### src/rtl/grey_quantize_frame_bitplane_packer_top_macros.svh
// ----------------------------------------------------------------------------
// gqp assertion macros
// concurrent assertion helpers, empty when synthesizing
// ----------------------------------------------------------------------------
`ifndef GREY_QUANTIZE_FRAME_BITPLANE_PACKER_TOP_MACROS_SVH
`define GREY_QUANTIZE_FRAME_BITPLANE_PACKER_TOP_MACROS_SVH

`ifndef SYNTHESIS

// ante implies cons on the same edge
`define GQP_ASSERT_IMPL(lbl, clk_i, rstn_i, ante, cons) \
	lbl: assert property (@(posedge clk_i) disable iff (!rstn_i) (ante) |-> (cons)) \
		else $error("gqp assertion failed");

// cond never holds
`define GQP_ASSERT_NEVER(lbl, clk_i, rstn_i, cond) \
	lbl: assert property (@(posedge clk_i) disable iff (!rstn_i) !(cond)) \
		else $error("gqp assertion failed");

`else

`define GQP_ASSERT_IMPL(lbl, clk_i, rstn_i, ante, cons)
`define GQP_ASSERT_NEVER(lbl, clk_i, rstn_i, cond)

`endif

`endif

### src/rtl/gqp_pkg.sv
// ----------------------------------------------------------------------------
// gqp_pkg
// shared constants and types of the grey quantizer and bitplane packer
// ----------------------------------------------------------------------------
package gqp_pkg;

	// image geometry
	localparam int IMAGE_WIDTH  = 48;
	localparam int IMAGE_HEIGHT = 32;
	localparam int ROW_BYTES    = (IMAGE_WIDTH + 7) / 8;
	localparam int GROUP_W      = (ROW_BYTES > 1) ? $clog2(ROW_BYTES) : 1;
	localparam int X_W          = GROUP_W + 3;
	localparam int STORE_DEPTH  = IMAGE_WIDTH * IMAGE_HEIGHT;
	localparam int ADDR_W       = $clog2(STORE_DEPTH);

	// field widths
	localparam int RGBA_W  = 32;
	localparam int ROW_W   = 5;
	localparam int COL_W   = 6;
	localparam int FRAME_W = 8;
	localparam int GREY_W  = 8;

	// emit threshold: grey*(F+1) <= 255*(F-f)
	localparam int THRESH_W = 16;
	localparam int SCALE_W  = 9;

	// configuration port
	localparam int CFG_IDX_W  = 1;
	localparam int CFG_DATA_W = 8;

	typedef enum logic [CFG_IDX_W-1:0] {
		REG_NUM_FRAMES  = 1'b0,
		REG_INVERT_ROWS = 1'b1
	} cfg_reg_t;

	localparam logic MODE_LOAD = 1'b0;
	localparam logic MODE_EMIT = 1'b1;

	typedef struct packed {
		logic               mode;
		logic [RGBA_W-1:0]  pixel_rgba;
		logic [ROW_W-1:0]   row_number;
		logic [COL_W-1:0]   column_number;
		logic [FRAME_W-1:0] frame_number;
	} req_item_t;

	typedef struct packed {
		logic [7:0] packed_byte;
		logic       last_of_row;
	} res_item_t;

	typedef struct packed {
		logic              en;
		logic [ADDR_W-1:0] addr;
		logic [GREY_W-1:0] data;
	} store_wr_t;

	typedef struct packed {
		logic                start;
		logic [ROW_W-1:0]    row;
		logic [THRESH_W-1:0] thresh;
		logic [SCALE_W-1:0]  scale;
	} emit_req_t;

endpackage

### src/rtl/gqp_grey.sv
// ----------------------------------------------------------------------------
// gqp_grey
// rgba to grey: shared multiplier for the weighted squares, then a
// digit-by-digit square root, one result bit per cycle
// ----------------------------------------------------------------------------
module gqp_grey (
	input  logic                        clk,
	input  logic                        arst_n,
	input  logic                        start,
	input  logic [gqp_pkg::RGBA_W-1:0]  rgba,
	output logic                        done,
	output logic [gqp_pkg::GREY_W-1:0]  grey
);

	localparam logic [1:0] CH_RED   = 2'd0;
	localparam logic [1:0] CH_GREEN = 2'd1;
	localparam logic [1:0] CH_BLUE  = 2'd2;

	// q16 weights, they sum to 65536
	localparam logic [15:0] W_RED   = 16'd19595;
	localparam logic [15:0] W_GREEN = 16'd38470;
	localparam logic [15:0] W_BLUE  = 16'd7471;

	typedef enum logic [4:0] {
		G_IDLE = 5'b00001,
		G_SQ   = 5'b00010,
		G_WT   = 5'b00100,
		G_ACC  = 5'b01000,
		G_ROOT = 5'b10000
	} gstate_t;

	gstate_t     state_q;
	logic [1:0]  ch_q;
	logic [3:0]  step_q;
	logic        done_q;
	logic [23:0] rgb_q;
	logic [15:0] sq_q;
	logic [31:0] prod_q;
	logic [31:0] acc_q;
	logic [31:0] rad_q;
	logic [17:0] rem_q;
	logic [15:0] root_q;
	logic [7:0]  grey_q;

	logic [7:0]  chan;
	logic [15:0] weight;
	logic [19:0] rem_sh;
	logic [19:0] trial;
	logic        take;
	logic [15:0] root_nx;
	logic [17:0] rem_nx;

	always_comb begin
		case (ch_q)
			CH_RED: begin
				chan   = rgb_q[23:16];
				weight = W_RED;
			end
			CH_GREEN: begin
				chan   = rgb_q[15:8];
				weight = W_GREEN;
			end
			default: begin
				chan   = rgb_q[7:0];
				weight = W_BLUE;
			end
		endcase
	end

	// one root digit: bring down two radicand bits, try 4*root+1
	assign rem_sh  = {rem_q, rad_q[31:30]};
	assign trial   = {2'b00, root_q, 2'b01};
	assign take    = (rem_sh >= trial);
	assign root_nx = {root_q[14:0], take};
	assign rem_nx  = take ? 18'(rem_sh - trial) : rem_sh[17:0];

	always_ff @(posedge clk or negedge arst_n) begin
		if (!arst_n) begin
			state_q <= G_IDLE;
			ch_q    <= CH_RED;
			step_q  <= '0;
			done_q  <= 1'b0;
		end else begin
			done_q <= 1'b0;
			case (state_q)
				G_IDLE: begin
					if (start) begin
						if (!rgba[7]) begin
							done_q <= 1'b1;
						end else begin
							ch_q    <= CH_RED;
							state_q <= G_SQ;
						end
					end
				end
				G_SQ: state_q <= G_WT;
				G_WT: state_q <= G_ACC;
				G_ACC: begin
					if (ch_q == CH_BLUE) begin
						step_q  <= '0;
						state_q <= G_ROOT;
					end else begin
						ch_q    <= ch_q + 2'd1;
						state_q <= G_SQ;
					end
				end
				G_ROOT: begin
					step_q <= step_q + 4'd1;
					if (step_q == 4'd15) begin
						done_q  <= 1'b1;
						state_q <= G_IDLE;
					end
				end
				default: state_q <= G_IDLE;
			endcase
		end
	end

	always_ff @(posedge clk) begin
		case (state_q)
			G_IDLE: begin
				if (start) begin
					rgb_q  <= rgba[31:8];
					acc_q  <= '0;
					grey_q <= 8'hFF;
				end
			end
			G_SQ: sq_q <= 16'(chan) * 16'(chan);
			G_WT: prod_q <= 32'(sq_q) * 32'(weight);
			G_ACC: begin
				acc_q  <= acc_q + prod_q;
				rad_q  <= acc_q + prod_q;
				rem_q  <= '0;
				root_q <= '0;
			end
			G_ROOT: begin
				rad_q  <= {rad_q[29:0], 2'b00};
				rem_q  <= rem_nx;
				root_q <= root_nx;
				if (step_q == 4'd15) begin
					grey_q <= root_nx[15:8];
				end
			end
			default: ;
		endcase
	end

	assign done = done_q;
	assign grey = grey_q;

endmodule

### config.mk
export PLATFORM = sky130hd
export DESIGN_NAME = gqp_grey
export DESIGN_NICKNAME = d
export VERILOG_FILES = /design/src/rtl/grey_quantize_frame_bitplane_packer_top_macros.svh /design/src/rtl/gqp_pkg.sv /design/src/rtl/gqp_grey.sv
export SDC_FILE = /design/constraint.sdc
export NUM_CORES = 1
export LEC_CHECK = 0
export ABC_AREA = 1
export BUFFER_PORTS_ARGS = -buffer_cell sky130_fd_sc_hd__buf_2
export CAP_MARGIN = 40
export CORE_ASPECT_RATIO = 0.5
export CORE_UTILIZATION = 50
export CTS_CLUSTER_SIZE = 20
export DETAILED_ROUTE_END_ITERATION = 6
export MAX_ROUTING_LAYER = met4
export PLACE_DENSITY = 0.66
export SLEW_MARGIN = 20
export SYNTH_ARGS = -nofsm -noshare
export SYNTH_HDL_FRONTEND = slang
export SYNTH_SLANG_ARGS = --single-unit
### constraint.sdc
create_clock -name clk -period 19.1 [get_ports clk]
set_input_delay 0.955 -clock clk [delete_from_list [all_inputs] [get_ports clk]]
set_output_delay 0.955 -clock clk [all_outputs]
set_load 0.02 [all_outputs]
# Word level (Yosys, flattened, before mapping)
# Cells that the tools add are included.
# classes
add_sub_neg,4
mul,2
order_cmp,1
n_eq_ne,13
n_mux,26
n_reduce_logical,10
# op_table
cell,count
$pmux W32 S2,2
$pmux W16 S2,2
$pmux W18 S2,1
$add A32 B32 Y32,1
$mul A16 B16 Y32,1
$mux W32,1
$pmux W8 S2,2
$pmux W5 S5,1
$ge A20 B18 Y1,1
$mux W5,4
$mux W18,1
$sub A18 B18 Y18,1
$mul A8 B8 Y16,1
$mux W8,2
$ne A2 B2 Y1 const B,5
$pmux W4 S2,1
$mux W2,3
$reduce_and A2 Y1,3
$reduce_and A3 Y1,2
$reduce_bool A2 Y1,3
$eq A5 B1 Y1 const B,1
$eq A5 B2 Y1 const B,1
$eq A5 B3 Y1 const B,1
$eq A5 B4 Y1 const B,1
other kinds (12),14
# word_totals
register_bits,190
input_bits,35
out_inout_bits,9
word_cells,68

# Depth between registers and ports, before layout
# depth
ltp_word,3
depth_mapped,29
depth_no_buf,28

# Least setup slack after synthesis
# OpenSTA, ideal clock, no wires.
# synth_timing
path_type,flip-flop to flip-flop
from,register ch_q[0]
to,register prod_q[22] (data pin)
setup_ps,256
arrival_time_ps,5860
required_time_ps,18844
setup_slack_ps,12983
path_stages_with_launch,29
path_buffers,1
period_less_slack_ps,6117
path_cell_list,dfrtp_1 -> inv_1 -> ha_1 -> nor2_4 -> inv_1 -> clkbuf_1 -> nor2_1 -> inv_1 -> fa_1 -> inv_1 -> fa_1 -> inv_1 -> fa_1 -> inv_1 -> fa_1 -> fa_1 -> inv_1 -> fa_1 -> inv_1 -> ha_1 -> nand2_1 -> nor2_1 -> inv_1 -> nor3_1 -> nand2_1 -> a21oi_1 -> nor2_1 -> nand2_1 -> nand2_1
# synth_via
elab_chain_len,3
elab_cells_between_ends,4
cone_classes,mul (1); eq/ne (1); mux (1); reduce/logical (1)
# synth_lines
element,line_no,source
from (decl),gqp_grey.sv:33,logic [1:0] ch_q;
from (signal assigned),gqp_grey.sv:103,ch_q <= ch_q + 2'd1;
$eq A2 B1 Y1 / $logic_not A2 Y1 (equally long branches),gqp_grey.sv:54,case (ch_q)
$pmux W16 S2 (*),gqp_grey.sv:54,
$mul A16 B16 Y32 (*),gqp_grey.sv:129,G_WT: prod_q <= 32'(sq_q) * 32'(weight);
to (signal assigned),gqp_grey.sv:129,
to (decl),gqp_grey.sv:38,logic [31:0] prod_q;
# Every way passes the cells marked *; elsewhere a longest branch is shown, timed or not.
# A chain may end at the register's enable or synchronous reset.

# Worst setup path after layout
# layout_timing
from,register ch_q[0]
to,register prod_q[29] (data pin)
# Same word-level chain as after synthesis.

==> out/metrics.cfg <==
[global_routing]
antenna_found_initial=0
grt_use_met1=0.318
grt-busiest-layer=met2
grt_use_met3=0.0265
grtUsageMet2=0.404
grt_pass1_wl_mm=73.2
grt_start_max_net_pins=69
grt_use_total=0.247
first_global_vias=14400
grt_overflow=0

[die]
ios=44
initial_utilization=0.513
core_area_um2=37800
die_height_um=141
row_count=50
fp.dieW_um=280
die_area_um2=39600

[clock_network]
cts_root_buf=clkbuf_16
ctsResizeCount=0
hold_buffers=0
cts_setup_buffers=0
cts_tree=built
htreeDepth=4
cts.sinks=189
insertion_delay_ns=0.46
numCtsBuffers=17
cts.clk_slew.worst_paths_ns=0.09
clock_path_buffers=2

[setup_path]
worstSetupStartpointType=register
r2r_cells=26
end_kind=register
cp_data_arrival_time_ns=7.32
critPathMaxFanout=24
worst-setup-path-type=register to register
required_ns=19.27

[routing]
wl_per_cell_um=15.5
drc=0
first_pass_iters=5
via_per_inst=4.98
route.antenna.remaining_nets=0
vias=14400
drt_wl_total_mm=44.8
drtIter0Drc=850

[run_status]
status=completed

[place]
place_congestion=0.959
dp.cells=2855
portBuffers=36
hpwl_mm=37.4

[logic_synthesis]
async_flop_share=0.0635
synth.distinct_cells=47
synthCells=2306
avgSynthCellArea_um2=8.41
synth_seq_cells=189
synth_edf_count=177
synthesis.area_um2=19400
synthFlopType=edfxtp_1
ys_seq_area_frac=0.290
synth-warning-count=0

[finish]
syn_to_final_growth_pct=7.66
diodes=0
final_cells=2887
fin_nets=2789
final.fill_count=3566
drive_above_1_share=0.0444

[sta]
fin_skew_ns=0.0155
worstMarginPinSlew_ns=0.723
clock.fmax_ghz=0.140
slew_headroom=0.518
hold_viol_final=0
fin_setup_tns_ns=0
rsz0062_at_grt=false
whs_ns=0.353
min_period_ns=7.15
period_share=0.374
drv_slew=0
setup_viol=0

[worst_hold_path]
hp-class=primary input to asynchronous set/reset pin

[run]
maxCapViolCount=0

==> per-stage QoR <==
step           utilization  area, um^2  setup slack (ns)
6_report             0.552       20900             11.95
5_1_grt              0.552       20900             11.56
4_1_cts              0.552       20900             11.97
3_5_place_dp         0.535       20200             11.99
3_3_place_gp         0.535       20200             11.99
2_1_floorplan            -       19400             12.98
==> cell usage after synthesis (all sizes together), types with 12 or more instances <==
cell,count,share of area
a21oi,89,0.023
buf,18,0.0048
edfxtp,177,0.27
fa,185,0.19
ha,215,0.14
inv,521,0.10
nand2,567,0.11
nand3,95,0.025
nand3b,12,0.0046
nor2,224,0.045
o21ai,65,0.017
xnor2,26,0.012
xor2,36,0.016
==> cell families after synthesis <==
group / synth area share
multiplexers: 0.000581
AO/OA/AOI/OAI: 0.0496
adder cells (fa/ha/maj): 0.330
flip-flops: 0.290
AND/OR/NAND/NOR: 0.195
buffers and inverters: 0.107
other: 0.000387
XOR/XNOR: 0.0280
==> final cells by class <==
type,instances,area [um^2],share of cell area
Multi-Input combinational cell,1579,11700,0.562
Sequential cell,189,5620,0.269
Inverter,521,1960,0.0937
Tap cell,520,651,0.0312
Clock buffer,17,425,0.0204
Timing Repair Buffer,46,275,0.0132
Clock inverter,15,211,0.0101
==> sequential cells by signal, summed over array words and instances, names as in the netlist <==
| register | flops |
|---|---|
| acc_q | 32 |
| prod_q | 32 |
| rad_q | 32 |
| rgb_q | 24 |
| rem_q | 18 |
| root_q | 16 |
| sq_q | 15 |
| grey | 8 |
| state_q | 5 |
| step_q | 4 |
| ch_q | 2 |
| done | 1 |
==> critical path: stages, from the launching register on <==
cell,delay (ns)
dfrtp_1,0.39
inv_1,0.11
ha_1,0.22
buf_4,0.24
nor2_4,0.26
inv_1,0.31
nor2_1,0.24
inv_1,0.09
fa_1,0.54
inv_1,0.07
fa_1,0.50
inv_1,0.05
fa_1,0.54
inv_1,0.06
fa_1,0.44
fa_1,0.52
inv_1,0.05
fa_1,0.52
inv_1,0.04
ha_1,0.37
a21oi_1,0.22
a21boi_0,0.46
nor2_1,0.11
o21bai_1,0.20
nand3_1,0.10
nand2_1,0.07
nand2_1,0.13
==> cell usage in the layout (no fill, tap or decap), types with 2 or more instances in the layout <==
master	instances
xor2_1	36
edfxtp_1	177
a22o_1	2
nand2_2	4
nand3b_1	12
ha_1	215
conb_1	11
buf_2	36
a21boi_0	2
inv_2	3
clkinv_4	2
buf_4	9
nand3_2	2
dfrtp_1	11
a21o_1	6
clkbuf_16	17
a21oi_1	88
nand4_1	10
nand2_1	562
inv_8	4
and2_1	2
inv_12	2
a211oi_1	2
nor2_4	3
nor2_2	5
nor2_1	216
o21bai_1	6
or2_2	2
inv_1	518
nor3_1	10
clkinv_8	5
fa_1	185
nand3_1	93
and3_1	2
xnor2_1	26
o21ai_1	17
o21ai_0	47
==> worst paths after layout <==
kind	startpoint	end	slack, ns
setup / recovery	ch_q[0]$_DFFE_PN0P_	prod_q[29]$_DFFE_PN_	11.95
hold / removal	arst_n	done$_DFF_PN0_	0.35
setup reg to reg	ch_q[0]$_DFFE_PN0P_	prod_q[29]$_DFFE_PN_	11.95
hold reg to reg	state_q[4]$_DFFE_PN0P_	state_q[3]$_DFFE_PN0P_	0.52
max in group asynchronous	arst_n	state_q[0]$_DFFE_PN1P_	18.47
min in group clk	state_q[4]$_DFFE_PN0P_	state_q[3]$_DFFE_PN0P_	0.52
==> metal layers <==
| metal | share of wire | wire length (um) |
|---|---|---|
| met5 | 0 | 0 |
| met4 | 0.031 | 1370 |
| met3 | 0.035 | 1560 |
| met2 | 0.47 | 20900 |
| met1 | 0.47 | 21000 |
Power is not shown: default switching activity piles up to over one toggle a cycle in this logic, so the estimate is an artifact.
