==> config.mk <==
export PLATFORM = sky130hd
export DESIGN_NAME = gqp_snap
export DESIGN_NICKNAME = d
export VERILOG_FILES = /design/src/rtl/gqp_pkg.sv /design/src/rtl/gqp_div.sv /design/src/rtl/gqp_snap.sv
export VERILOG_INCLUDE_DIRS = /design/src /design/src/rtl
export SDC_FILE = /design/constraint.sdc
export NUM_CORES = 1
export LEC_CHECK = 0
export ABC_AREA = 1
export BUFFER_PORTS_ARGS = -buffer_cell sky130_fd_sc_hd__buf_2
export CORE_MARGIN = 4
export CORE_UTILIZATION = 65
export DETAILED_ROUTE_END_ITERATION = 16
export PLACE_DENSITY_LB_ADDON = 0.2
export SYNTH_ARGS = -nofsm -noshare
export SYNTH_HDL_FRONTEND = slang
export SYNTH_SLANG_ARGS = --single-unit
==> constraint.sdc <==
create_clock -name clk -period 5.35 [get_ports clk]
set_input_delay 0.535 -clock clk [delete_from_list [all_inputs] [get_ports clk]]
set_output_delay 0.535 -clock clk [all_outputs]
set_load 0.03 [all_outputs]
==> src/rtl/grey_quantize_frame_bitplane_packer_top_macros.svh <==
// ----------------------------------------------------------------------------
// gqp assertion macros
// concurrent assertion helpers, empty when synthesizing
// ----------------------------------------------------------------------------
`ifndef GREY_QUANTIZE_FRAME_BITPLANE_PACKER_TOP_MACROS_SVH
`define GREY_QUANTIZE_FRAME_BITPLANE_PACKER_TOP_MACROS_SVH

`ifndef SYNTHESIS

// ante implies cons on the same edge
`define GQP_ASSERT_IMPL(lbl, clk_i, rstn_i, ante, cons) \
	lbl: assert property (@(posedge clk_i) disable iff (!rstn_i) (ante) |-> (cons)) \
		else $error("gqp assertion failed");

// cond never holds
`define GQP_ASSERT_NEVER(lbl, clk_i, rstn_i, cond) \
	lbl: assert property (@(posedge clk_i) disable iff (!rstn_i) !(cond)) \
		else $error("gqp assertion failed");

`else

`define GQP_ASSERT_IMPL(lbl, clk_i, rstn_i, ante, cons)
`define GQP_ASSERT_NEVER(lbl, clk_i, rstn_i, cond)

`endif

`endif

==> src/rtl/gqp_pkg.sv <==
// ----------------------------------------------------------------------------
// gqp_pkg
// shared constants and types of the grey quantizer and bitplane packer
// ----------------------------------------------------------------------------
package gqp_pkg;

	// image geometry
	localparam int IMAGE_WIDTH  = 48;
	localparam int IMAGE_HEIGHT = 32;
	localparam int ROW_BYTES    = (IMAGE_WIDTH + 7) / 8;
	localparam int GROUP_W      = (ROW_BYTES > 1) ? $clog2(ROW_BYTES) : 1;
	localparam int X_W          = GROUP_W + 3;
	localparam int STORE_DEPTH  = IMAGE_WIDTH * IMAGE_HEIGHT;
	localparam int ADDR_W       = $clog2(STORE_DEPTH);

	// field widths
	localparam int RGBA_W  = 32;
	localparam int ROW_W   = 5;
	localparam int COL_W   = 6;
	localparam int FRAME_W = 8;
	localparam int GREY_W  = 8;

	// emit threshold: grey*(F+1) <= 255*(F-f)
	localparam int THRESH_W = 16;
	localparam int SCALE_W  = 9;

	// configuration port
	localparam int CFG_IDX_W  = 1;
	localparam int CFG_DATA_W = 8;

	typedef enum logic [CFG_IDX_W-1:0] {
		REG_NUM_FRAMES  = 1'b0,
		REG_INVERT_ROWS = 1'b1
	} cfg_reg_t;

	localparam logic MODE_LOAD = 1'b0;
	localparam logic MODE_EMIT = 1'b1;

	typedef struct packed {
		logic               mode;
		logic [RGBA_W-1:0]  pixel_rgba;
		logic [ROW_W-1:0]   row_number;
		logic [COL_W-1:0]   column_number;
		logic [FRAME_W-1:0] frame_number;
	} req_item_t;

	typedef struct packed {
		logic [7:0] packed_byte;
		logic       last_of_row;
	} res_item_t;

	typedef struct packed {
		logic              en;
		logic [ADDR_W-1:0] addr;
		logic [GREY_W-1:0] data;
	} store_wr_t;

	typedef struct packed {
		logic                start;
		logic [ROW_W-1:0]    row;
		logic [THRESH_W-1:0] thresh;
		logic [SCALE_W-1:0]  scale;
	} emit_req_t;

endpackage

==> src/rtl/gqp_div.sv <==
// ----------------------------------------------------------------------------
// gqp_div
// restoring divider, 16 bit dividend by 8 bit divisor, one bit per cycle
// ----------------------------------------------------------------------------
module gqp_div (
	input  logic        clk,
	input  logic        arst_n,
	input  logic        start,
	input  logic [15:0] dividend,
	input  logic [7:0]  divisor,
	output logic        done,
	output logic [15:0] quotient
);

	logic        busy_q;
	logic [3:0]  step_q;
	logic        done_q;
	logic [15:0] num_q;
	logic [7:0]  rem_q;
	logic [7:0]  dsr_q;

	logic [8:0]  rem_sh;
	logic        ge;
	logic [7:0]  rem_nx;

	assign rem_sh = {rem_q, num_q[15]};
	assign ge     = (rem_sh >= {1'b0, dsr_q});
	assign rem_nx = ge ? 8'(rem_sh - {1'b0, dsr_q}) : rem_sh[7:0];

	always_ff @(posedge clk or negedge arst_n) begin
		if (!arst_n) begin
			busy_q <= 1'b0;
			step_q <= '0;
			done_q <= 1'b0;
		end else begin
			done_q <= 1'b0;
			if (busy_q) begin
				step_q <= step_q + 4'd1;
				if (step_q == 4'd15) begin
					busy_q <= 1'b0;
					done_q <= 1'b1;
				end
			end else if (start) begin
				busy_q <= 1'b1;
				step_q <= '0;
			end
		end
	end

	// quotient bits shift in where the dividend bits leave
	always_ff @(posedge clk) begin
		if (busy_q) begin
			num_q <= {num_q[14:0], ge};
			rem_q <= rem_nx;
		end else if (start) begin
			num_q <= dividend;
			rem_q <= '0;
			dsr_q <= divisor;
		end
	end

	assign done     = done_q;
	assign quotient = num_q;

endmodule

==> src/rtl/gqp_snap.sv <==
// ----------------------------------------------------------------------------
// gqp_snap
// snaps a grey value to the nearer of the two frame levels around it
// ----------------------------------------------------------------------------
`include "grey_quantize_frame_bitplane_packer_top_macros.svh"

module gqp_snap (
	input  logic                        clk,
	input  logic                        arst_n,
	input  logic                        start,
	input  logic [gqp_pkg::GREY_W-1:0]  grey,
	input  logic [7:0]                  frames,
	output logic                        done,
	output logic [gqp_pkg::GREY_W-1:0]  level
);

	typedef enum logic [7:0] {
		N_IDLE = 8'b00000001,
		N_MUL  = 8'b00000010,
		N_K    = 8'b00000100,
		N_LO   = 8'b00001000,
		N_LO_W = 8'b00010000,
		N_HI   = 8'b00100000,
		N_HI_W = 8'b01000000,
		N_PICK = 8'b10000000
	} nstate_t;

	nstate_t     state_q;
	logic        done_q;
	logic [7:0]  c_q;
	logic [7:0]  f_q;
	logic [15:0] prod_q;
	logic [7:0]  k_q;
	logic [15:0] lo_q;
	logic [15:0] hi_q;
	logic [7:0]  level_q;

	logic [16:0] k_sum;
	logic [15:0] num_lo;
	logic [15:0] num_hi;
	logic        div_start;
	logic [15:0] div_num;
	logic        div_done;
	logic [15:0] div_q;
	logic [15:0] d_lo;
	logic [15:0] d_hi;
	logic [15:0] pick;

	// floor(x/255) for a 16 bit x
	assign k_sum = 17'(prod_q) + 17'd1 + 17'(prod_q[15:8]);

	// ceil(k*255/F) and ceil((k+1)*255/F)
	assign num_lo = 16'(k_q) * 16'd255 + 16'(f_q) - 16'd1;
	assign num_hi = num_lo + 16'd255;

	assign div_start = (state_q == N_LO) || (state_q == N_HI);
	assign div_num   = (state_q == N_HI) ? num_hi : num_lo;

	gqp_div u_div (
		.clk      (clk),
		.arst_n   (arst_n),
		.start    (div_start),
		.dividend (div_num),
		.divisor  (f_q),
		.done     (div_done),
		.quotient (div_q)
	);

	// ties go to the upper level
	assign d_lo = 16'(c_q) - lo_q;
	assign d_hi = hi_q - 16'(c_q);
	assign pick = (d_lo < d_hi) ? lo_q : hi_q;

	always_ff @(posedge clk or negedge arst_n) begin
		if (!arst_n) begin
			state_q <= N_IDLE;
			done_q  <= 1'b0;
		end else begin
			done_q <= 1'b0;
			case (state_q)
				N_IDLE: if (start) state_q <= N_MUL;
				N_MUL:  state_q <= N_K;
				N_K:    state_q <= N_LO;
				N_LO:   state_q <= N_LO_W;
				N_LO_W: if (div_done) state_q <= N_HI;
				N_HI:   state_q <= N_HI_W;
				N_HI_W: if (div_done) state_q <= N_PICK;
				N_PICK: begin
					done_q  <= 1'b1;
					state_q <= N_IDLE;
				end
				default: state_q <= N_IDLE;
			endcase
		end
	end

	always_ff @(posedge clk) begin
		case (state_q)
			N_IDLE: begin
				if (start) begin
					c_q <= grey;
					f_q <= frames;
				end
			end
			N_MUL:  prod_q <= 16'(c_q) * 16'(f_q);
			N_K:    k_q <= k_sum[15:8];
			N_LO_W: if (div_done) lo_q <= div_q;
			N_HI_W: if (div_done) hi_q <= div_q;
			N_PICK: level_q <= (pick > 16'd255) ? 8'hFF : pick[7:0];
			default: ;
		endcase
	end

	assign done  = done_q;
	assign level = level_q;

	// the grey value lies between the two candidate levels
	`GQP_ASSERT_IMPL(a_levels_bracket, clk, arst_n, state_q == N_PICK, (lo_q <= 16'(c_q)) && (hi_q > 16'(c_q)))

endmodule

# After elaboration in Yosys (flattened, before gate mapping)
# Index checks and enable logic that the tools add are counted.
[totals] register_bits=127 in_bits=19
[op_classes] add_sub_neg=9 multipliers=2 magnitude_cmp=3 n_eq_ne=12 n_mux=19 bitwise=1 n_reduce_logical=7
[ops] operator="two-way mux 16 bit" n=4
[ops] operator="case mux 8 bit (7 select lines)" n=1
[ops] operator="two-way mux 8 bit" n=6
[ops] operator="adder 16 x 8 -> 16 bit" n=2
[ops] operator="adder 16 x 1 -> 16 bit, second input constant" n=1
[ops] operator="adder 16 x 8 -> 16 bit, second input constant" n=1
[ops] operator="> comparator 16 x 8 -> 1 bit, second input constant" n=1
[ops] operator="< comparator 16 bit" n=1
[ops] operator="multiplier 8 x 8 -> 16 bit" n=1
[ops] operator="multiplier 8 x 8 -> 16 bit, second input constant" n=1
[ops] operator="subtractor 16 x 1 -> 16 bit, second input constant" n=1
[ops] operator="subtractor 16 x 8 -> 16 bit" n=1
[ops] operator="subtractor 8 x 16 -> 16 bit" n=1
[ops] operator="greater-or-equal comparator 9 x 8 -> 1 bit" n=1
[ops] operator="equality test 8 x 1 -> 1 bit, second input constant" n=1
[ops] operator="equality test 8 x 2 -> 1 bit, second input constant" n=1
[ops] operator="equality test 8 x 3 -> 1 bit, second input constant" n=1
[ops] operator="equality test 8 x 4 -> 1 bit, second input constant" n=1
[ops] operator="equality test 8 x 5 -> 1 bit, second input constant" n=1
[ops] operator="equality test 8 x 6 -> 1 bit, second input constant" n=1
[ops] operator="equality test 8 x 7 -> 1 bit, second input constant" n=1
[ops] operator="equality test 8 bit, second input constant" n=1
[ops] operator="two-way mux 4 bit" n=2
[ops] operator="AND reduction 2 bit" n=4
[ops] operator="other kinds (10)" n=16

# Logic depth before layout (Yosys ltp)
# Gate-level depths: netlist of the first run.
[depth] word_depth=7 ltp_mapped=26 ltp_nobuf=26

# Modules after synthesis
# A second synthesis of the first run with hierarchy kept.
[hier_totals] cells_unflattened=1343 area_unflattened_um2=11642.4
[modules_own_cells] module="gqp_snap" instances=1 cells_per_inst=1106 area_per_inst_um2=9532.9 seq_area_each_um2=2628.8
[modules_own_cells] module="gqp_div" instances=1 cells_per_inst=237 area_per_inst_um2=2109.5 seq_area_each_um2=1111.1

# Worst setup path after synthesis of the first run
# Ideal clock, no wire load.
[synth_timing] kind="reg2reg" startpoint="register k_q[7]" endpoint="register u_div.num_q[15], in the netlist u_div.quotient[15] (data pin)" setup_ns=0.253 arrival_time_ns=4.581 required_time_ns=5.097 path_slack_ns=0.516 stages_incl_launch_ff=25 path_buffers=0 path_cell_list="edfxtp_1 -> inv_1 -> fa_1 -> inv_1 -> fa_1 -> fa_1 -> fa_1 -> inv_1 -> fa_1 -> inv_1 -> ha_1 -> nand2_2 -> inv_2 -> a21oi_2 -> nand2_2 -> nand2_1 -> nand2_1 -> nand2_1 -> nand2_2 -> nor2_4 -> inv_2 -> nor2_2 -> nand3_1 -> nand3_1 -> nand2_1"
[synth_between] elab_chain_cells=7
[synth_lines] item="from (decl)" line="gqp_snap.sv:33" text="logic [7:0] k_q;"
[synth_lines] item="from (signal assigned)" line="gqp_snap.sv:106" text="N_K: k_q <= k_sum[15:8];"
[synth_lines] item="multiplier 8 x 8 -> 16 bit *" line="gqp_snap.sv:53" text="assign num_lo = 16'(k_q) * 16'd255 + 16'(f_q) - 16'd1;"
[synth_lines] item="adder 16 x 8 -> 16 bit *" line="gqp_snap.sv:53"
[synth_lines] item="subtractor 16 x 1 -> 16 bit *" line="gqp_snap.sv:53"
[synth_lines] item="adder 16 x 8 -> 16 bit" line="gqp_snap.sv:54" text="assign num_hi = num_lo + 16'd255;"
[synth_lines] item="two-way mux 16 bit *" line="gqp_snap.sv:57" text="assign div_num = (state_q == N_HI) ? num_hi : num_lo;"
[synth_lines] item="two-way mux 16 bit *" line="gqp_div.sv:55" text="end else if (start) begin"
[synth_lines] item="two-way mux 16 bit *" line="gqp_div.sv:52" text="if (busy_q) begin"
[synth_lines] item="to (signal assigned)" line="gqp_div.sv:53" text="num_q <= {num_q[14:0], ge};"
[synth_lines] item="to (signal assigned)" line="gqp_div.sv:56" text="num_q <= dividend;"
[synth_lines] item="to (decl)" line="gqp_div.sv:18" text="logic [15:0] num_q;"
# Every way passes the cells marked *; elsewhere a longest branch is shown, timed or not. The select of a mux whose other input is x is not followed.
# A chain may end at the register's enable or synchronous reset.

# Worst setup path after layout of the first run
[layout_timing] startpoint="register k_q[4]" endpoint="register u_div.num_q[15], in the netlist u_div.quotient[15] (data pin)"
# The elaborated chain is that of the path after synthesis.

==> flow_summary_export.csv, run 1 <==
group,metric,value,unit
place,dpl.cell_count,1484,
sta,report.final.setup_viol,0,
die,placeableCoreArea,0.01676,mm2
die,die-area,0.01944,mm2
sta,period_minus_slack,4996,ps
yosys,largest_family_of_logic_cells_by_synthesized_area,"adder cells",
worst_setup_path,timing.critical_path.slowest_stage_cell,"sky130_fd_sc_hd__fa_1",
global_route,gr-usage-all-layers,0.2465,
yosys,synth_async_sr_flop_share,0.1181,
global_route,first_pass_grt_wire_length,38.54,mm
die,die-height,139.4,um
worst_setup_path,worst-endpoint-required,5530,ps
global_route,number_of_global_route_vias_before_repair,8284,
sta,timing.max_slew.rel_slack,0.3653,
routing,routed-via-count,8197,
yosys,post_synthesis_share_of_cell_area_spent_on_and_or_nand_and_nor_gates,0.1682,
layout,final_standard_cell_area_without_fillers,0.01226,mm2
clocking,cts.reportedPaths.clkPinSlew,70,ps
place,area_after_detailed_placement,0.01162,mm2
layout,post_route_cells_drive_above_1_share,0.09161,
clocking,clock_root_cell,"sky130_fd_sc_hd__clkbuf_16",
global_route,grt_start_max_net_pins,34,
clocking,clk_latency,430,ps
routing,first_iter_violations,470,
clocking,cts_htree_levels,4,
global_route,global_route.overflow_total,0,
die,ioPinCount,28,
sta,setup-tns-final,0,ps
yosys,synth_top_cells_by_count,"258 x sky130_fd_sc_hd__inv_1, 235 x sky130_fd_sc_hd__nand2_1, 132 x sky130_fd_sc_hd__ha_1, 112 x sky130_fd_sc_hd__edfxtp_1, 87 x sky130_fd_sc_hd__nor2_1",
worst_setup_path,crit_path_cell_trace,"inv_1 -> fa_1 -> inv_1 -> fa_1 -> fa_1 -> fa_1 -> inv_1 -> fa_1 -> inv_1 -> ha_1 -> nand2_1 -> nand2_1 -> a21oi_1 -> nand2_1 -> nand2_1 -> nand2_1 -> nand2_1 -> inv_2 -> nor2_4 -> nand2_1 -> nor2_2 -> nand3_1 -> nand3_1 -> nand2_1",
die,placementRows,47,
sta,fin_skew,10.60,ps
layout,layout-area-overhead-vs-synth,9.158,%
hold_path,worstHoldPathType,"primary input to async pin",
sta,fmax,200.2,MHz
yosys,number_of_enable_flip_flop_cells_after_synthesis,112,
sta,drv_slew,0,
die,die_width,139.4,um
place,count_of_input_and_output_buffers,27,
sta,worst_slew_pin_slew,951.1,ps
yosys,synthesis.nets,1478,
yosys,ys_top_cells_by_area,"sky130_fd_sc_hd__edfxtp_1 30%, sky130_fd_sc_hd__ha_1 15%, sky130_fd_sc_hd__fa_1 14%, sky130_fd_sc_hd__inv_1 8.6%, sky130_fd_sc_hd__nand2_1 7.9%",
yosys,yosys-mux-area-fraction,0,
yosys,synthesis.instances,1251,
routing,routed_wire_length_per_instance,15.07,um
routing,vias_per_cell,5.396,
worst_setup_path,cp_startpoint,"k_q[4]$_DFFE_PP_",
flow_run,maxCapViolations,0,
worst_setup_path,worst_r2r_startpoint,"k_q[4]$_DFFE_PP_",
layout,antenna_cells,0,
worst_setup_path,end_kind,"flip-flop",
place,routabilityCongestion,0.8980,
yosys,synthesized_area_per_cell,8.977,um2
yosys,synth_compound_area_frac,0.06996,
worst_setup_path,critical-path-top-cell-by-count,"sky130_fd_sc_hd__nand2_1",
routing,route.antenna.remaining_nets,0,
worst_setup_path,path_class,"flip-flop to flip-flop",
place,dp.final_hpwl,17.83,mm
sta,report.final.hold_viol_count,0,
yosys,synth_seq_area_share,0.3330,
worst_setup_path,startpoint_type,"flip-flop",
run_status,status,"completed",
yosys,post_synth_xor_area_fraction,0.04835,
yosys,yosys.cell_types.count,49,
yosys,synth_warn,0,
routing,drt_pre_antenna_iters,7,
yosys,synth.most_common_cell,"sky130_fd_sc_hd__inv_1",
layout,finish.cell_count_without_fillers,1519,
sta,min_period_over_period,0.9338,
yosys,netlist.top_cell.by_area,"sky130_fd_sc_hd__edfxtp_1",
yosys,ys.flop_type,"sky130_fd_sc_hd__edfxtp_1",
clocking,cts_buffer_depth,2,
worst_setup_path,critPathMaxFanout,5,
layout,layout.filler_cells,1222,
yosys,post_synth_fa_ha_maj_area_fraction,0.2825,
routing,drc_errors,0,
yosys,yosys_register_bits,127,
worst_setup_path,critPathArrivalTime,5180,ps
clocking,clock_sinks,127,
global_route,antenna_found_initial,0,
yosys,synth_top_area_share,0.2995,
clocking,cts_bufs_inserted,17,
die,initial_core_util,0.6701,
layout,final_nets,1513,
routing,drt_wl_total,22.88,mm
sta,rsz_0062_raised_after_global_routing,"false",
yosys,syn-cell-area,0.01123,mm2
clocking,cts_tree,"yes",
worst_setup_path,crit_path_max_incr_delay,550,ps
-- registers in the layout, summed over array words and instances (netlist names) --
register	flops
u_div.busy_q	1
level	8
c_q	8
u_div.done	1
f_q	8
k_q	8
state_q	8
hi_q	16
u_div.rem_q	8
lo_q	16
u_div.quotient	16
u_div.step_q	4
prod_q	16
u_div.dsr_q	8
done	1
-- cells in the final DEF (no fill, tap or decap), types with 6 or more instances in the layout --
cell	Yosys	routed
sky130_fd_sc_hd__o21bai_1	6	6
sky130_fd_sc_hd__clkbuf_16	0	17
sky130_fd_sc_hd__dfrtp_1	14	14
sky130_fd_sc_hd__nand2_1	235	235
sky130_fd_sc_hd__buf_2	3	27
sky130_fd_sc_hd__nand3b_1	6	6
sky130_fd_sc_hd__a31oi_1	7	7
sky130_fd_sc_hd__inv_2	8	9
sky130_fd_sc_hd__ha_1	132	131
sky130_fd_sc_hd__fa_1	76	76
sky130_fd_sc_hd__a21oi_1	66	66
sky130_fd_sc_hd__nand2_2	9	9
sky130_fd_sc_hd__nand4_1	15	15
sky130_fd_sc_hd__edfxtp_1	112	112
sky130_fd_sc_hd__xnor2_1	23	22
sky130_fd_sc_hd__xor2_1	39	39
sky130_fd_sc_hd__nand3_2	6	6
sky130_fd_sc_hd__inv_1	258	257
sky130_fd_sc_hd__buf_4	0	12
sky130_fd_sc_hd__nor3_1	8	8
sky130_fd_sc_hd__o21ai_0	34	34
sky130_fd_sc_hd__nor2_1	87	87
sky130_fd_sc_hd__nand3_1	34	34
-- timing repair --
item                       4_1_cts  5_1_grt
hold buffers                     0        0
hold endpoints to repair         0        0
setup buffers                    0        3
gates resized for setup          0        3
setup endpoints to repair        0        4
-- worst paths after layout --
kind                                                endpoint  slack, ps  depth (start not counted)
min in group clk                            c_q[3]$_DFFE_PP_        270                          1
max in group asynchronous             state_q[0]$_DFFE_PN1P_       5030                          1
worst max register to register  u_div.quotient[15]$_DFFE_PP_        350                         24
worst min register to register        state_q[4]$_DFFE_PN0P_        480                          1
worst max-delay path            u_div.quotient[15]$_DFFE_PP_        350                         24
worst min-delay path                  state_q[5]$_DFFE_PN0P_          7                          1
-- final cells by class --
type,count,area [um2],share of cell area
Timing Repair Buffer,39,225.2,0.01837
Clock inverter,15,167.7,0.01368
Multi-Input combinational cell,834,6424,0.5240
Inverter,267,1002,0.08175
Sequential cell,127,3740,0.3051
Clock buffer,17,425.4,0.03470
Tap cell,220,275.3,0.02245
-- cell families after synthesis --
logic type               Yosys count
XOR/XNOR                          62
AO/OA/AOI/OAI                    138
adder cells (fa/ha/maj)          208
AND/OR/NAND/NOR                  426
buffers and inverters            290
flip-flops                       127
-- critical path, delay by kind of cell, from the launching register on --
family	cells	cell delay [ps]
fa+ha+maj	6	2920
simple gates	12	1000
flops	1	320
buf+inv	5	320
compound gates	1	180
-- per-stage QoR --
step / worst slack (ps) / utilization / hold slack, ps
2_1_floorplan: 515.9 / - / 239.4
3_3_place_gp: 420.4 / 0.6935 / 458.1
3_5_place_dp: 242.1 / 0.6935 / 464.5
4_1_cts: 216.2 / 0.7289 / 7.898
5_1_grt: 4.066 / 0.7315 / 27.65
6_report: 354.1 / 0.7315 / 6.582
-- routing by layer --
| layer | track usage | share of wire | vias up |
|---|---|---|---|
| met1 | 0.3079 | 0.42 | 3824 |
| met5 | 0 | 0 | - |
| met2 | 0.4165 | 0.49 | 211 |
| met3 | 0.04734 | 0.050 | 73 |
| li1 | - | - | 4089 |
| met4 | 0.1133 | 0.036 | 0 |
Power of run 1 is not shown: default switching activity piles up to over one toggle a cycle in this logic, so the estimate is an artifact.
==> run 2: changes to the inputs <==
RECOVER_POWER = 100   (was default)
==> flow_summary_export.csv, run 2 (synthesis results as in run 1) <==
group,metric,value,unit
routing,drc_errors,0,
worst_setup_path,critPathMaxFanout,5,
routing,routed_wire_length_per_instance,15.03,um
place,routabilityCongestion,0.8980,
sta,drv_slew,0,
sta,worst_slew_pin_slew,961.0,ps
worst_setup_path,reg2reg_setup_slack,350,ps
global_route,global_route.overflow_total,0,
sta,timing.max_slew.rel_slack,0.3593,
global_route,first_pass_grt_wire_length,38.54,mm
clocking,clock_root_cell,"sky130_fd_sc_hd__clkbuf_16",
clocking,cts.reportedPaths.clkPinSlew,70,ps
clocking,cts_tree,"yes",
layout,final_nets,1513,
routing,vias_per_cell,5.381,
layout,layout.filler_cells,1248,
worst_setup_path,timing.critical_path.slowest_stage_cell,"sky130_fd_sc_hd__fa_1",
worst_setup_path,crit_path_cell_trace,"inv_1 -> fa_1 -> inv_1 -> fa_1 -> fa_1 -> fa_1 -> inv_1 -> fa_1 -> inv_1 -> ha_1 -> nand2_1 -> nand2_1 -> a21oi_1 -> nand2_1 -> nand2_1 -> nand2_1 -> nand2_1 -> inv_2 -> nor2_4 -> nand2_1 -> nor2_2 -> nand3_1 -> nand3_1 -> nand2_1",
die,die-height,139.4,um
sta,period_minus_slack,4996,ps
routing,first_iter_violations,468,
die,placementRows,47,
worst_setup_path,startpoint_type,"flip-flop",
worst_setup_path,worst_r2r_startpoint,"k_q[4]$_DFFE_PP_",
worst_setup_path,timing.reg2reg.worst_path_depth,24,
place,count_of_input_and_output_buffers,27,
clocking,cts-hold-fix-buffers,0,
sta,min_period_over_period,0.9337,
clocking,clock_sinks,127,
worst_setup_path,worst_setup_path_endpoint,"u_div.quotient[15]$_DFFE_PP_",
die,die_width,139.4,um
die,die-area,0.01944,mm2
worst_setup_path,critPathArrivalTime,5170,ps
layout,mostFrequentLayoutCells,"258 x sky130_fd_sc_hd__inv_1, 236 x sky130_fd_sc_hd__nand2_1, 131 x sky130_fd_sc_hd__ha_1",
hold_path,worstHoldPathType,"primary input to async pin",
sta,setup-tns-final,0,ps
sta,report.final.setup_viol,0,
worst_setup_path,path_class,"flip-flop to flip-flop",
global_route,number_of_global_route_vias_before_repair,8284,
place,dp.final_hpwl,17.83,mm
global_route,antenna_found_initial,0,
worst_setup_path,family_with_the_most_delay_on_the_worst_path,"adder cells",
sta,report.final.hold_viol_count,0,
worst_setup_path,critical-path-top-cell-by-count,"sky130_fd_sc_hd__nand2_1",
layout,final_common_cell,"sky130_fd_sc_hd__inv_1",
die,initial_core_util,0.6701,
die,placeableCoreArea,0.01676,mm2
global_route,grt_start_max_net_pins,34,
worst_setup_path,end_kind,"flip-flop",
global_route,gr-usage-all-layers,0.2465,
clocking,cts_buffer_depth,2,
sta,rsz_0062_raised_after_global_routing,"false",
worst_setup_path,crit_path_max_incr_delay,550,ps
routing,route.antenna.remaining_nets,0,
routing,drt_wl_total,22.83,mm
worst_setup_path,worstPathBufferInverterCount,5,
clocking,clk_latency,430,ps
layout,layout-area-overhead-vs-synth,8.378,%
clocking,cts_htree_levels,4,
sta,fmax,200.2,MHz
clocking,cts_bufs_inserted,17,
layout,antenna_cells,0,
routing,routed-via-count,8174,
routing,drt_pre_antenna_iters,5,
worst_setup_path,worst-endpoint-required,5530,ps
layout,post_route_cells_drive_above_1_share,0.06928,
sta,fin_skew,9.857,ps
worst_setup_path,cp_startpoint,"k_q[4]$_DFFE_PP_",
die,ioPinCount,28,
worst_setup_path,crit_path_depth,24,
flow_run,maxCapViolations,0,
run_status,status,"completed",
worst_setup_path,rr_endpoint,"u_div.quotient[15]$_DFFE_PP_",
==> run 2: cell types whose count changed in the layout (fill, tap and decap cells not counted), moves of 2 or more <==
cell,before,now
sky130_fd_sc_hd__nor2_1,87,89
sky130_fd_sc_hd__nand3_2,6,3
sky130_fd_sc_hd__o21ai_0,34,36
sky130_fd_sc_hd__nor4_2,2,0
sky130_fd_sc_hd__nand3_1,34,37
sky130_fd_sc_hd__nor2_2,5,3
sky130_fd_sc_hd__clkbuf_1,0,17
sky130_fd_sc_hd__buf_2,27,16
sky130_fd_sc_hd__buf_4,12,6
sky130_fd_sc_hd__o21ai_1,4,2
sky130_fd_sc_hd__nor4_1,5,7
==> run 2: timing repair <==
item / CTS / global route
resized for setup: 0 / 3
setup buffers: 0 / 3
endpoints found under the setup margin: 0 / 4
==> run 2: cell type report <==
class / instances / area, um2 / share of cell area
multi-input combinational: 834 / 6372 / 0.5235
sequential: 127 / 3740 / 0.3073
inverter: 267 / 1002 / 0.08234
clock buffer: 17 / 425.4 / 0.03495
tap: 220 / 275.3 / 0.02262
timing repair buffer: 39 / 188.9 / 0.01552
clock inverter: 15 / 167.7 / 0.01377
==> run 2: stage by stage <==
stage	worst slack (ps)	utilization	hold slack (ps)	instance area, um2	instances
floorplan	515.9	-	239.4	11230	1251
CTS	216.2	0.7289	7.898	12220	1516
global placement	420.4	0.6935	458.1	11620	1484
detailed placement	242.1	0.6935	464.5	11620	1484
global route	4.084	0.7262	259.5	12170	1519
finish	354.5	0.7262	190.0	12170	1519
==> run 2: worst min path at each step <==
stage	startpoint	end	depth (start not counted)
after detailed placement	arst_n	done$_DFF_PN0_	1
after CTS	arst_n	state_q[6]$_DFFE_PN0P_	1
after global placement	arst_n	done$_DFF_PN0_	1
final	arst_n	state_q[6]$_DFFE_PN0P_	1
after floorplan	arst_n	done$_DFF_PN0_	0
after global routing	grey[5]	c_q[5]$_DFFE_PP_	1
==> run 2: layer usage <==
metal / GRT usage / share of wire / vias up
met1: 0.3079 / 0.42 / 3827
met4: 0.1133 / 0.036 / 0
met5: 0 / 0 / -
met2: 0.4165 / 0.49 / 192
li1: - / - / 4086
met3: 0.04734 / 0.048 / 69
Power of run 2 is left out for the same reason.
==> run 3: changes to the inputs <==
GPL_ROUTABILITY_DRIVEN = 0   (was default)
PLACE_DENSITY = 0.84   (was default)
PLACE_DENSITY_LB_ADDON = default   (was 0.2)
==> flow_summary_export.csv, run 3 (synthesis results as in run 1) <==
group,metric,value,unit
hold_path,worstHoldPathType,"primary input to async pin",
worst_setup_path,end_kind,"flip-flop",
clocking,clock_sinks,127,
flow_run,maxCapViolations,0,
global_route,global_route.overflow_total,0,
clocking,cts_buffer_depth,2,
global_route,number_of_global_route_vias_before_repair,8847,
sta,fmax,198.9,MHz
layout,post_route_cells_drive_above_1_share,0.06928,
die,die_width,139.4,um
die,ioPinCount,28,
clocking,clk_latency,420,ps
worst_setup_path,critPathMaxFanout,5,
sta,fin_skew,7.566,ps
worst_setup_path,startpoint_type,"flip-flop",
place,dp.final_hpwl,18.19,mm
global_route,first_pass_grt_wire_length,41.37,mm
routing,route.antenna.remaining_nets,0,
sta,worst_slew_pin_slew,1416,ps
layout,layout-area-overhead-vs-synth,8.077,%
sta,rsz_0062_raised_after_global_routing,"false",
place,dpl_worst_slack,257.3,ps
routing,drt_pre_antenna_iters,5,
worst_setup_path,crit_path_max_incr_delay,560,ps
die,placeableCoreArea,0.01676,mm2
clocking,clock_root_cell,"sky130_fd_sc_hd__clkbuf_16",
die,initial_core_util,0.6701,
sta,timing.max_slew.rel_slack,0.05618,
sta,drv_slew,0,
sta,min_period_over_period,0.9398,
clocking,cts_bufs_inserted,17,
layout,antenna_cells,0,
sta,report.final.hold_viol_count,0,
global_route,gr-usage-all-layers,0.2617,
clocking,cts-hold-fix-buffers,0,
layout,mostFrequentLayoutCells,"258 x sky130_fd_sc_hd__inv_1, 236 x sky130_fd_sc_hd__nand2_1, 132 x sky130_fd_sc_hd__ha_1",
layout,final_common_cell,"sky130_fd_sc_hd__inv_1",
routing,first_iter_violations,525,
sta,setup-tns-final,0,ps
routing,routed-via-count,8450,
clocking,cts_htree_levels,4,
worst_setup_path,path_class,"flip-flop to flip-flop",
layout,final_nets,1513,
worst_setup_path,crit_path_cell_trace,"inv_1 -> fa_1 -> inv_1 -> fa_1 -> fa_1 -> fa_1 -> inv_1 -> fa_1 -> inv_1 -> ha_1 -> nand2_1 -> clkinv_1 -> nand3_2 -> nand2_1 -> nand2_1 -> nand2_1 -> nand3_1 -> nand3_1 -> nor2_4 -> nand3_1 -> nand3_1 -> nand2_1",
sta,report.final.setup_viol,0,
die,die-height,139.4,um
run_status,status,"completed",
place,count_of_input_and_output_buffers,27,
global_route,grt_start_max_net_pins,34,
sta,pnr_worst_setup_slack,322.2,ps
die,placementRows,47,
clocking,cts.reportedPaths.clkPinSlew,60,ps
worst_setup_path,worst-endpoint-required,5520,ps
routing,drc_errors,0,
routing,vias_per_cell,5.563,
sta,period_minus_slack,5028,ps
routing,drt_wl_total,24.28,mm
die,die-area,0.01944,mm2
global_route,antenna_found_initial,0,
layout,layout.filler_cells,1127,
routing,routed_wire_length_per_instance,15.98,um
worst_setup_path,timing.critical_path.slowest_stage_cell,"sky130_fd_sc_hd__fa_1",
layout,finalCoreUtilization,0.7242,
worst_setup_path,critPathArrivalTime,5200,ps
clocking,cts_tree,"yes",
[run 3: changes by cell type in the layout (fill, tap and decap cells not counted), sizes merged]
cell,previous run,this run
inv,275,276
clkinv,4,3
bufinv,1,0
clkbuf,34,37
buf,22,20
[run 3: what timing repair did]
item                       4_1_cts  5_1_grt
setup buffers                    0        2
gates resized for setup          0        2
setup endpoints to repair        0        6
[run 3: per-stage QoR]
step,cells,hold slack (ps),area (um2)
final,1519,161.5,12140
after floorplan,1251,239.4,11230
after CTS,1517,7.082,12190
after detailed placement,1485,455.3,11630
after global routing,1519,218.9,12140
after global placement,1485,447.5,11630
[run 3: routing by layer]
layer	track usage	wire (um)	up-vias
met5	0	0	-
li1	-	-	4075
met1	0.3129	9427	3994
met4	0.09578	688	0
met2	0.4608	12460	314
met3	0.06278	1705	67
[run 3: worst max-delay path: cells and delay by family (launching register included)]
family,cells,cell delay [ps]
flip-flops,1,320
AND/OR/NAND/NOR,11,1130
adder cells (fa/ha/maj),6,2960
buffers and inverters,5,370
[run 3: final cells by class]
cell class,instances,area (um2),area share
Timing Repair Buffer,39,183.9,0.01515
Inverter,267,1002,0.08257
Tap cell,220,275.3,0.02268
Sequential cell,127,3740,0.3081
Clock buffer,18,439.2,0.03618
Multi-Input combinational cell,834,6377,0.5254
Clock inverter,14,120.1,0.009896
[run 3: worst paths after layout]
check                                     start  slack, ps                      endpoint  cells after the start
max                            k_q[4]$_DFFE_PP_        320  u_div.quotient[15]$_DFFE_PP_                     22
min in group clk                        grey[7]        280              c_q[7]$_DFFE_PP_                      1
min reg2reg                u_div.done$_DFF_PN0_        460        state_q[4]$_DFFE_PN0P_                      1
max reg2reg                    k_q[4]$_DFFE_PP_        320  u_div.quotient[15]$_DFFE_PP_                     22
min                                      arst_n        160                done$_DFF_PN0_                      1
max in group asynchronous                arst_n       4700        state_q[5]$_DFFE_PN0P_                      1
Power of run 3 is left out for the same reason.
